`src/rtl/pfcb_pkg.sv`:
```
// Shared types and constants for the per-file credit bucket block.
package pfcb_pkg;

	localparam int SLOTS     = 16;
	localparam int TIME_BITS = 32;

	localparam int ACT_W   = 2;
	localparam int SLOT_W  = 4;
	localparam int NOW_W   = 32;
	localparam int CRED_W  = 10;
	localparam int CNT_W   = 8;
	localparam int FLASH_W = 2;
	localparam int CFG_IW  = 3;
	localparam int CFG_DW  = 10;

	// stored time width: the input field is masked to TIME_BITS
	localparam int TW      = (TIME_BITS < NOW_W) ? TIME_BITS : NOW_W;
	localparam int SLOT_IW = (SLOTS > 1) ? $clog2(SLOTS) : 1;
	localparam int PROD_W  = 2 * CRED_W;

	localparam logic [ACT_W-1:0] ACT_REFILL = 2'd0;
	localparam logic [ACT_W-1:0] ACT_CHARGE = 2'd1;
	localparam logic [ACT_W-1:0] ACT_FLASH  = 2'd2;

	localparam logic [CFG_IW-1:0] REG_MAX_CREDITS     = 3'd0;
	localparam logic [CFG_IW-1:0] REG_REFILL_RATE     = 3'd1;
	localparam logic [CFG_IW-1:0] REG_CHARGE_AMOUNT   = 3'd2;
	localparam logic [CFG_IW-1:0] REG_FLASH_AMOUNT    = 3'd3;
	localparam logic [CFG_IW-1:0] REG_FLASH_ALLOWANCE = 3'd4;
	localparam logic [CFG_IW-1:0] REG_WARN_LEVEL      = 3'd5;

	typedef struct packed {
		logic [CRED_W-1:0]  max_credits;
		logic [CRED_W-1:0]  refill_rate;
		logic [CRED_W-1:0]  charge_amount;
		logic [CRED_W-1:0]  flash_amount;
		logic [FLASH_W-1:0] flash_allowance;
		logic [CRED_W-1:0]  warn_level;
	} cfg_t;

	typedef struct packed {
		logic               live;
		logic [CRED_W-1:0]  credits;
		logic [TW-1:0]      last_time;
		logic [CNT_W-1:0]   warns;
		logic [FLASH_W-1:0] flash;
	} entry_t;

	typedef struct packed {
		logic [ACT_W-1:0]  action;
		logic [SLOT_W-1:0] slot;
		logic [TW-1:0]     now;
	} item_t;

	typedef struct packed {
		logic [CRED_W-1:0]  credits_left;
		logic               exhausted;
		logic               repeat_exhaust;
		logic               low_warning;
		logic [CNT_W-1:0]   warn_count;
		logic [FLASH_W-1:0] flash_left;
		logic               flash_applied;
		logic               not_ready;
	} result_t;

	// table write request from the update logic
	typedef struct packed {
		logic               we;
		logic [SLOT_IW-1:0] idx;
		entry_t             data;
	} tbl_wr_t;

endpackage

```
`src/rtl/pfcb_cfg.sv`:
```
// Configuration registers of the credit bucket block.
module pfcb_cfg import pfcb_pkg::*; (
	input  logic              clk,
	input  logic              arst_n,
	input  logic              cfg_we,
	input  logic [CFG_IW-1:0] cfg_index,
	input  logic [CFG_DW-1:0] cfg_data,
	output cfg_t              cfg
);

	cfg_t cfg_q;

	always_ff @(posedge clk or negedge arst_n) begin
		if (!arst_n) begin
			cfg_q.max_credits     <= CRED_W'(600);
			cfg_q.refill_rate     <= CRED_W'(1);
			cfg_q.charge_amount   <= CRED_W'(40);
			cfg_q.flash_amount    <= CRED_W'(20);
			cfg_q.flash_allowance <= FLASH_W'(2);
			cfg_q.warn_level      <= CRED_W'(40);
		end else if (cfg_we) begin
			unique case (cfg_index)
				REG_MAX_CREDITS:     cfg_q.max_credits     <= cfg_data[CRED_W-1:0];
				REG_REFILL_RATE:     cfg_q.refill_rate     <= cfg_data[CRED_W-1:0];
				REG_CHARGE_AMOUNT:   cfg_q.charge_amount   <= cfg_data[CRED_W-1:0];
				REG_FLASH_AMOUNT:    cfg_q.flash_amount    <= cfg_data[CRED_W-1:0];
				REG_FLASH_ALLOWANCE: cfg_q.flash_allowance <= cfg_data[FLASH_W-1:0];
				REG_WARN_LEVEL:      cfg_q.warn_level      <= cfg_data[CRED_W-1:0];
				default: ;
			endcase
		end
	end

	assign cfg = cfg_q;

endmodule

```
`src/rtl/pfcb_table.sv`:
```
// Per-slot bucket state table: live bits with reset, payload without.
module pfcb_table import pfcb_pkg::*; (
	input  logic               clk,
	input  logic               arst_n,
	input  logic [SLOT_IW-1:0] rd_idx,
	output entry_t             rd_entry,
	input  tbl_wr_t            wr
);

	logic [SLOTS-1:0] live_q;
	entry_t           ent_q [SLOTS];

	always_ff @(posedge clk or negedge arst_n) begin
		if (!arst_n) begin
			live_q <= '0;
		end else if (wr.we) begin
			live_q[wr.idx] <= wr.data.live;
		end
	end

	always_ff @(posedge clk) begin
		if (wr.we) begin
			ent_q[wr.idx] <= wr.data;
		end
	end

	// a slot never refilled reads as all zero
	always_comb begin
		if (live_q[rd_idx]) begin
			rd_entry      = ent_q[rd_idx];
			rd_entry.live = 1'b1;
		end else begin
			rd_entry = '0;
		end
	end

endmodule

```
`src/rtl/pfcb_calc.sv`:
```
// Bucket update logic: next slot state and result for one item.
module pfcb_calc import pfcb_pkg::*; (
	input  cfg_t    cfg,
	input  item_t   item,
	input  entry_t  cur,
	output entry_t  nxt,
	output logic    upd,
	output result_t res
);

	logic              in_range;
	logic              later;
	logic [TW-1:0]     diff;
	logic              far;
	logic              add_ok;
	logic [PROD_W-1:0] prod;
	logic [PROD_W:0]   sum;
	logic [CRED_W-1:0] after_charge;

	assign in_range = int'(item.slot) < SLOTS;
	assign later    = item.now > cur.last_time;
	assign diff     = item.now - cur.last_time;
	assign far      = |diff[TW-1:CRED_W];
	assign add_ok   = later && (cfg.refill_rate != '0);
	assign prod     = diff[CRED_W-1:0] * cfg.refill_rate;
	assign sum      = (add_ok && !far) ? ((PROD_W+1)'(cur.credits) + (PROD_W+1)'(prod))
	                                   : (PROD_W+1)'(cur.credits);
	assign after_charge = cur.credits - cfg.charge_amount;

	always_comb begin
		nxt = cur;
		upd = 1'b0;
		res = '0;
		if (in_range) begin
			case (item.action)
				ACT_REFILL: begin
					upd = 1'b1;
					if (!cur.live) begin
						nxt.live    = 1'b1;
						nxt.credits = cfg.max_credits;
						nxt.warns   = '0;
						nxt.flash   = cfg.flash_allowance;
					end else if ((add_ok && far) || sum > (PROD_W+1)'(cfg.max_credits)) begin
						nxt.credits = cfg.max_credits;
					end else begin
						nxt.credits = sum[CRED_W-1:0];
					end
					nxt.last_time = item.now;
				end
				ACT_CHARGE: begin
					if (!cur.live) begin
						res.not_ready = 1'b1;
					end else begin
						upd = 1'b1;
						if (cur.credits <= cfg.charge_amount) begin
							nxt.credits        = '0;
							res.exhausted      = 1'b1;
							res.repeat_exhaust = cur.warns != '0;
						end else begin
							nxt.credits = after_charge;
							if (after_charge <= cfg.warn_level) begin
								res.low_warning = 1'b1;
								if (cur.warns != '1) begin
									nxt.warns = cur.warns + CNT_W'(1);
								end
							end
						end
					end
				end
				ACT_FLASH: begin
					if (!cur.live) begin
						res.not_ready = 1'b1;
					end else if (cur.flash != '0) begin
						upd               = 1'b1;
						nxt.flash         = cur.flash - FLASH_W'(1);
						nxt.credits       = (cur.credits > cfg.flash_amount)
						                  ? cur.credits - cfg.flash_amount : '0;
						res.flash_applied = 1'b1;
					end
				end
				default: ;
			endcase
			res.credits_left = nxt.credits;
			res.warn_count   = nxt.warns;
			res.flash_left   = nxt.flash;
		end else begin
			res.not_ready = 1'b1;
		end
	end

endmodule

```
`src/rtl/per_file_credit_bucket.sv`:
```
// Top level of the per-file credit bucket (token bucket rate limiter).
//
// One bucket per watched file slot, credits in fortieths. Input beats carry
// action (refill, charge, flash), slot and now_seconds; each beat yields one
// result beat with the slot's level, warning count, flash allowance and flags.
// Both channels use valid/stall: a beat moves on a rising edge with valid high
// and stall low. Config registers are written through cfg_we/cfg_index/
// cfg_data; the user must write them while the block is idle, it is not enforced.
//
// A beat goes from the input register to the result register. Throughput:
// one beat per cycle while out_stall is low. The input register feeds one
// pass of update logic (one 10x10 multiply, time subtract and clamp) that
// writes the slot table and the result register at the same edge, so beats
// back to back on the same slot see each other's updates with no forwarding.
// When the receiver stalls, the result register holds; the input register
// still fills once, and in_stall rises only while both are occupied.
// Reset clears the live bits of all slots (every slot reads as zero until its
// first refill), drops both registers and loads the config reset values.
module per_file_credit_bucket import pfcb_pkg::*; (
	input  logic               clk,
	input  logic               arst_n,
	input  logic               cfg_we,
	input  logic [CFG_IW-1:0]  cfg_index,
	input  logic [CFG_DW-1:0]  cfg_data,
	input  logic               in_valid,
	output logic               in_stall,
	input  logic [ACT_W-1:0]   action,
	input  logic [SLOT_W-1:0]  slot,
	input  logic [NOW_W-1:0]   now_seconds,
	output logic               out_valid,
	input  logic               out_stall,
	output logic [CRED_W-1:0]  credits_left,
	output logic               exhausted,
	output logic               repeat_exhaust,
	output logic               low_warning,
	output logic [CNT_W-1:0]   warn_count,
	output logic [FLASH_W-1:0] flash_left,
	output logic               flash_applied,
	output logic               not_ready
);

	cfg_t    cfg;
	item_t   item_s1;
	logic    valid_s1;
	result_t res_q;
	logic    res_valid_q;

	entry_t  cur;
	entry_t  nxt;
	logic    upd;
	result_t res;
	tbl_wr_t wr;
	logic    advance;
	logic    take;

	pfcb_cfg u_cfg (
		.clk       (clk),
		.arst_n    (arst_n),
		.cfg_we    (cfg_we),
		.cfg_index (cfg_index),
		.cfg_data  (cfg_data),
		.cfg       (cfg)
	);

	// beat in the input register moves on when the result slot frees up
	assign advance  = valid_s1 && (!res_valid_q || !out_stall);
	assign in_stall = valid_s1 && !advance;
	assign take     = in_valid && !in_stall;

	always_ff @(posedge clk or negedge arst_n) begin
		if (!arst_n) begin
			valid_s1 <= 1'b0;
		end else if (take) begin
			valid_s1 <= 1'b1;
		end else if (advance) begin
			valid_s1 <= 1'b0;
		end
	end

	always_ff @(posedge clk) begin
		if (take) begin
			item_s1.action <= action;
			item_s1.slot   <= slot;
			item_s1.now    <= TW'(now_seconds);
		end
	end

	pfcb_table u_table (
		.clk      (clk),
		.arst_n   (arst_n),
		.rd_idx   (SLOT_IW'(item_s1.slot)),
		.rd_entry (cur),
		.wr       (wr)
	);

	pfcb_calc u_calc (
		.cfg  (cfg),
		.item (item_s1),
		.cur  (cur),
		.nxt  (nxt),
		.upd  (upd),
		.res  (res)
	);

	// state commits only on the edge the result is captured
	assign wr.we   = advance && upd;
	assign wr.idx  = SLOT_IW'(item_s1.slot);
	assign wr.data = nxt;

	always_ff @(posedge clk or negedge arst_n) begin
		if (!arst_n) begin
			res_valid_q <= 1'b0;
		end else if (advance) begin
			res_valid_q <= 1'b1;
		end else if (!out_stall) begin
			res_valid_q <= 1'b0;
		end
	end

	always_ff @(posedge clk) begin
		if (advance) begin
			res_q <= res;
		end
	end

	assign out_valid      = res_valid_q;
	assign credits_left   = res_q.credits_left;
	assign exhausted      = res_q.exhausted;
	assign repeat_exhaust = res_q.repeat_exhaust;
	assign low_warning    = res_q.low_warning;
	assign warn_count     = res_q.warn_count;
	assign flash_left     = res_q.flash_left;
	assign flash_applied  = res_q.flash_applied;
	assign not_ready      = res_q.not_ready;

endmodule

```
`config.mk`:
```
export PLATFORM = sky130hd
export DESIGN_NAME = per_file_credit_bucket
export DESIGN_NICKNAME = d
export VERILOG_FILES = /design/src/rtl/pfcb_pkg.sv /design/src/rtl/pfcb_cfg.sv /design/src/rtl/pfcb_table.sv /design/src/rtl/pfcb_calc.sv /design/src/rtl/per_file_credit_bucket.sv
export SDC_FILE = /design/constraint.sdc
export NUM_CORES = 1
export LEC_CHECK = 0
export BUFFER_PORTS_ARGS = -buffer_cell sky130_fd_sc_hd__buf_2
export CORE_MARGIN = 2
export CORE_UTILIZATION = 63
export CTS_CLUSTER_DIAMETER = 60
export DETAILED_ROUTE_END_ITERATION = 6
export PLACE_DENSITY = 0.77
export REMOVE_ABC_BUFFERS = 1
export SLEW_MARGIN = 15
export SYNTH_ARGS = -nofsm -noshare
export SYNTH_HDL_FRONTEND = slang
export SYNTH_SLANG_ARGS = --single-unit
```
`constraint.sdc`:
```
create_clock -name clk -period 12.6 [get_ports clk]
set_input_delay 1.89 -clock clk [delete_from_list [all_inputs] [get_ports clk]]
set_output_delay 1.89 -clock clk [all_outputs]
set_load 0.01 [all_outputs]
```
### Word level (Yosys, flattened, before mapping)

Memories as Yosys holds them, arrays and structs flattened. A register that Yosys moved wholly into a read port is not among the register bits.
Cells that the tools add are included.

| word-level totals | value |
|---|---|
| input port bits | 56 |
| register bits after elaboration | 133 |
| bits in latches | 0 |
| memory bits (writable) | 848 |
| memories | 1 |
| output and inout port bits | 27 |
| word-level logic and storage cells | 118 |
| ROM bits | 0 |

Memories:

| name | words | width | read ports | clocked after memory_dff | wr ports | RTL line | source |
|---|---|---|---|---|---|---|---|
| u_table.ent_q | 16 | 53 | 1 | 1 | 1 | pfcb_table.sv:11 | `entry_t ent_q [SLOTS];` |

| cells by class | value |
|---|---|
| reductions and logical operators | 32 |
| multiplexer cells | 40 |
| add/subtract/negate cells | 6 |
| multipliers | 1 |
| shifts and indexed selects | 0 |
| eq/ne operators | 9 |
| bitwise logic cells | 2 |
| divide/modulo/power cells | 0 |
| $lt $le $gt $ge | 7 |

Operator list:

| operator | number |
|---|---|
| two-way mux 10 bit | 8 |
| two-way mux 53 bit | 1 |
| greater-than comparator 32 bit | 1 |
| two-way mux 32 bit | 1 |
| two-way mux 8 bit | 4 |
| subtractor 32 bit | 1 |
| one-hot mux 10 bit (3 select lines) | 1 |
| OR reduction 22 bit | 1 |
| adder 10 x 20 -> 21 bit | 1 |
| greater-than comparator 21 x 10 -> 1 bit | 1 |
| two-way mux 21 bit | 1 |
| less-or-equal comparator 10 bit | 2 |
| multiplier 10 x 10 -> 20 bit | 1 |
| subtractor 10 bit | 2 |
| bitwise mux 16 bit | 1 |
| one-hot mux 8 bit (2 select lines) | 1 |
| two-way mux 1 bit | 14 |
| AND reduction 2 bit | 7 |
| greater-than comparator 10 bit | 1 |
| nonzero test 10 bit | 1 |
| adder 8 x 1 -> 8 bit, second input constant | 1 |
| logical AND 1 bit | 8 |
| != test 8 bit, second input constant | 1 |
| nonzero test 8 bit | 1 |
| other kinds (24) | 35 |

### Depth between registers and ports, before layout

| logic depth | value |
|---|---|
| depth after elaboration | 13 |
| depth in mapped cells | 44 |
| gate-level depth less buffers | 36 |

### By module

A second synthesis with hierarchy kept.

| second synthesis, totals | value |
|---|---|
| cells, all modules | 2872 |
| area, all modules | 45586.2 um^2 |

Modules (own cells, without submodules):

| module | seq. area each (um^2) | cells each | instances | area each (um^2) |
|---|---|---|---|---|
| pfcb_table | 25384.3 | 1339 | 1 | 31981.9 |
| pfcb_calc | 0.0 | 1345 | 1 | 9525.4 |
| pfcb_cfg | 1316.3 | 115 | 1 | 2087.0 |
| per_file_credit_bucket | 1941.9 | 73 | 1 | 1991.9 |

### Least setup slack after synthesis

No wires, ideal clock.

| path | value |
|---|---|
| path kind | flip-flop to flip-flop |
| from | register (tool-made name) |
| to | register res_q, in the netlist credits_left[9], data pin |
| period minus slack after synthesis | 10922 ps |
| cell stages (with the launch flop) | 42 |
| slack | 1678 ps |
| data arrival time | 10613 ps |
| cells stage by stage | dfxtp_1 > buf_2 > buf_2 > buf_2 > buf_2 > buf_4 > buf_2 > buf_2 > mux4_2 > mux4_2 > nand2_1 > inv_1 > fa_1 > nand2b_1 > nand2b_1 > a21oi_1 > xnor2_1 > nand2_1 > [... 6 more ...] > fa_1 > inv_1 > ha_1 > nor2b_1 > a311o_1 > xnor2_1 > mux2i_1 > ha_1 > nand4_1 > a211oi_1 > a2111oi_0 > a211oi_1 > nor4_1 > and3_1 > a31o_2 > clkbuf_1 > nand3_1 > a32oi_1 |

RTL lines:

| item | RTL line | source |
|---|---|---|
| end signal, assigned | per_file_credit_bucket.sv:122 | `res_q <= res;` |
| end, declared | per_file_credit_bucket.sv:45 | `result_t res_q;` |

==> impl_results.md <==
- Status: finished, violations left
- Failing checks: DRC
- Unrepaired setup endpoints after global routing: no
- Die ar.: 0.0732 mm2
- Share of flip-flops with an asynchronous set or reset: 7.22%
- Avg Cell Area, Syn: 16.5 um2
- Die W: 271 um
- Post-synthesis cell type count: 76
- Hold endpoint: u_table.live_q[5]
- Total CTS buffers: 94
- CP Max Fanout: 68
- Routability congestion estimate: 0.960
- Largest net degree at the start of global routing: 101
- Minimum clock period: 10.73 ns
- Fin Hold WS: 0.466 ns
- #FFs+latches synth: 969
- DR vias/cell: 6.83
- Global routing usage on met1: 43.9%
- Hold Path Class: register to register
- Crit-path slowest cell: dfxtp_4
- Finished Cell Area: 0.0499 mm2
- Grt total ovfl: 0
- Hold path depth: 1
- Pre-antenna DRT Iters: 7
- Final hold violations: 0
- Area of placed instances: 0.0466 mm2
- Clock Latency Late Sink: 0.68 ns
- CP arrival: 10.90 ns
- Slowest stage delay, CP: 1.02 ns
- Routed WL: 118000 um
- Post-synth EDFFs: 895
- Seq/Total Area, Yosys: 64.2%
- GRT met3 Usage: 6.86%
- 1st-iter DRT viols: 3738
- Slew @ Worst Pin: 1.16 ns
- Hold_buf cts: 0
- Die Height: 271 um
- Most used routing layer: met2
- R2R depth: 30
- Fmax: 93.2 MHz
- Worst EP required: 12.77 ns
- Critical R2R Capture: credits_left[1]
- Clock Skews: 0.0536 ns
- Placed wire-length estimate: 65700 um
- Critical Path Source Type: register
- Port Buffers: 82
- Layout cells sized above 1: 23.0%
- Endpoint type of the worst setup path: register
- Initial Utilization: 63.8%
- DRC violations left: 2
- Post-cts repair resize count: 0
- Synth Instances: 2712
- FILL cells: 4262
- Initial antenna violation count: 3
- First-pass GRT wire length: 175000 um
- Max-slew violations: 0
- H-tree Lvls: 3
- MaxCap Viol Count: 0
- PD cells: 224 mW/mm2
- TritonCTS clock tree: yes
- Routed len/inst: 30.5 um
- Prevailing post-synth register cell: edfxtp_1
- Endpoints failing setup: 0
- Synthesized cell area: 0.0448 mm2
- Final Power: 11.2 mW
- Bufs on Longest Clock Path: 3
- Peak supply drop: 342 uV
- Routed Antenna Nets: 0
- Synthesis warning total: 0
- Most Frequent Cell on Critical Path: fa_1
- Worst slew margin: 22.3%
- Min-Delay Startpoint: u_table.live_q[5]
- Setup CP Type: register to register
- Global-route usage over all layers: 32.7%
- Area Overhead vs Synth: 11.5%
- Final std cells w/o fill: 3877
- CTS root buffer: clkbuf_16
- Core Region: 0.0701 mm2
- Vias: 26.5k
- Reg clk slew, reported paths: 0.06 ns
- Post-layout util: 71.1%
- Row count: 97
- Fin nets: 3128
- Lkg Pwr: 17.8 nW
- Post-CTS setup buffers: 0
- Placed Cells: 3689
- Period utilisation layout: 85.2%
- TritonCTS Sinks: 969
- Vias in the first global route: 27.2k
- R2R Setup Slk: 1.87 ns
- Met2 Resource Use GR: 53.2%
- Number of I/O pins: 83
## flip-flops by register name (all words and copies together), names as in the netlist, 2 cells and up, named ones only
signal          cells
flash_left          2
credits_left       10
warn_count          8
u_table.ent_q     832
u_cfg.cfg          52
item_s1            38
u_table.live_q     16
## logic make-up after synthesis
family	synth area share, %
buffers and inverters	2.54
DFF	64.2
adders and majority gates	7.29
AOI/OAI and AO/OA	4.82
xor gates and xnor gates	0.783
and+or+nand+nor	5.80
muxes	14.6
## layer usage
metal	wire length [um]	vias to the layer above	share of wire (%)
met5	43	-	0.036
met3	12300	337	10
li1	-	10800	-
met2	57900	1871	49
met1	43000	13500	36
met4	4960	6	4.2
## worst max path at each step
stage / to / slack, ns
after floorplan: credits_left[0] / -5.03
after global placement: u_table.ent_q[14][45] / 1.84
after detailed placement: u_table.ent_q[15][45] / 1.57
after CTS: u_table.ent_q[11][45] / 1.50
after global routing: u_table.ent_q[15][45] / 1.23
final: credits_left[1] / 1.87
## layout make-up
class | count | area, um2 | area share, %
Antenna cell | 2 | 5.00 | 0.0100
Clock buffer | 114 | 2460 | 4.92
Clock inverter | 60 | 754 | 1.51
Inverter | 175 | 658 | 1.32
Multi-Input combinational cell | 1454 | 15100 | 30.2
Sequential cell | 969 | 28700 | 57.6
Tap cell | 940 | 1180 | 2.36
Timing Repair Buffer | 163 | 1040 | 2.08
## synth_stat cells, drive strengths merged (9+ instances only)
library cell	count	area (um2)
o211ai	11	82.6
nand4	19	119
nor2b	27	169
inv	174	653
nor3	32	160
ha	139	1740
nand2	211	792
xor2	13	114
mux4	261	5880
o21ai	114	574
mux2	41	462
or2	23	144
nor2	73	274
nand3	38	190
mux2i	19	190
xnor2	27	236
edfxtp	895	26900
clkbuf	65	245
buf	49	236
a21o	22	165
dfstp	12	315
nand2b	23	144
a21oi	78	402
fa	76	1520
o22ai	11	68.8
a221oi	9	78.8
o21a	14	105
dfrtp	58	1450
a211oi	14	110
and2	56	353
## report_power, final
| part | leakage (nW) | internal [mW] | switching [mW] |
|---|---|---|---|
| registers | 9.11 | 3.71 | 0.0974 |
| clock network | 1.55 | 1.68 | 1.25 |
| logic | 7.09 | 1.84 | 2.60 |
| total | 17.8 | 7.22 | 3.95 |
## cell usage in the layout, fill, tap and decap left out, types with 13 or more instances in the layout
cell type	n
ha_1	138
a21oi_1	74
nor2b_1	27
o21ai_1	13
mux2i_1	19
nand4_1	19
buf_2	84
and2_1	55
buf_4	76
or2_2	23
clkbuf_16	95
fa_1	76
nor3_1	27
xor2_1	13
mux2_2	41
xnor2_1	27
bufinv_16	13
a21o_1	22
nor2_1	60
dfrtp_1	58
mux4_2	261
clkinv_1	20
a211oi_1	13
o21a_1	14
nand3_1	38
clkbuf_1	17
nand2b_1	23
edfxtp_1	895
nand2_1	211
o21ai_0	99
inv_1	173
## worst max-delay path, delay by kind of cell (launching register included)
kind            cells  cell delay (ns)
flops               1             1.02
xor+xnor            2             0.81
simple gates        6             1.47
mux                 3             1.02
buf+inv             5             1.18
fa+ha+maj           8             3.46
compound gates      6             1.18
## per-stage QoR
step	setup TNS [ns]	setup slack, ns
global route	0	1.23
detailed placement	0	1.57
CTS	0	1.50
global placement	0	1.84
floorplan	-2151.04	-5.03
finish	0	1.87
Note: power is estimated with default switching activity, not from simulation.
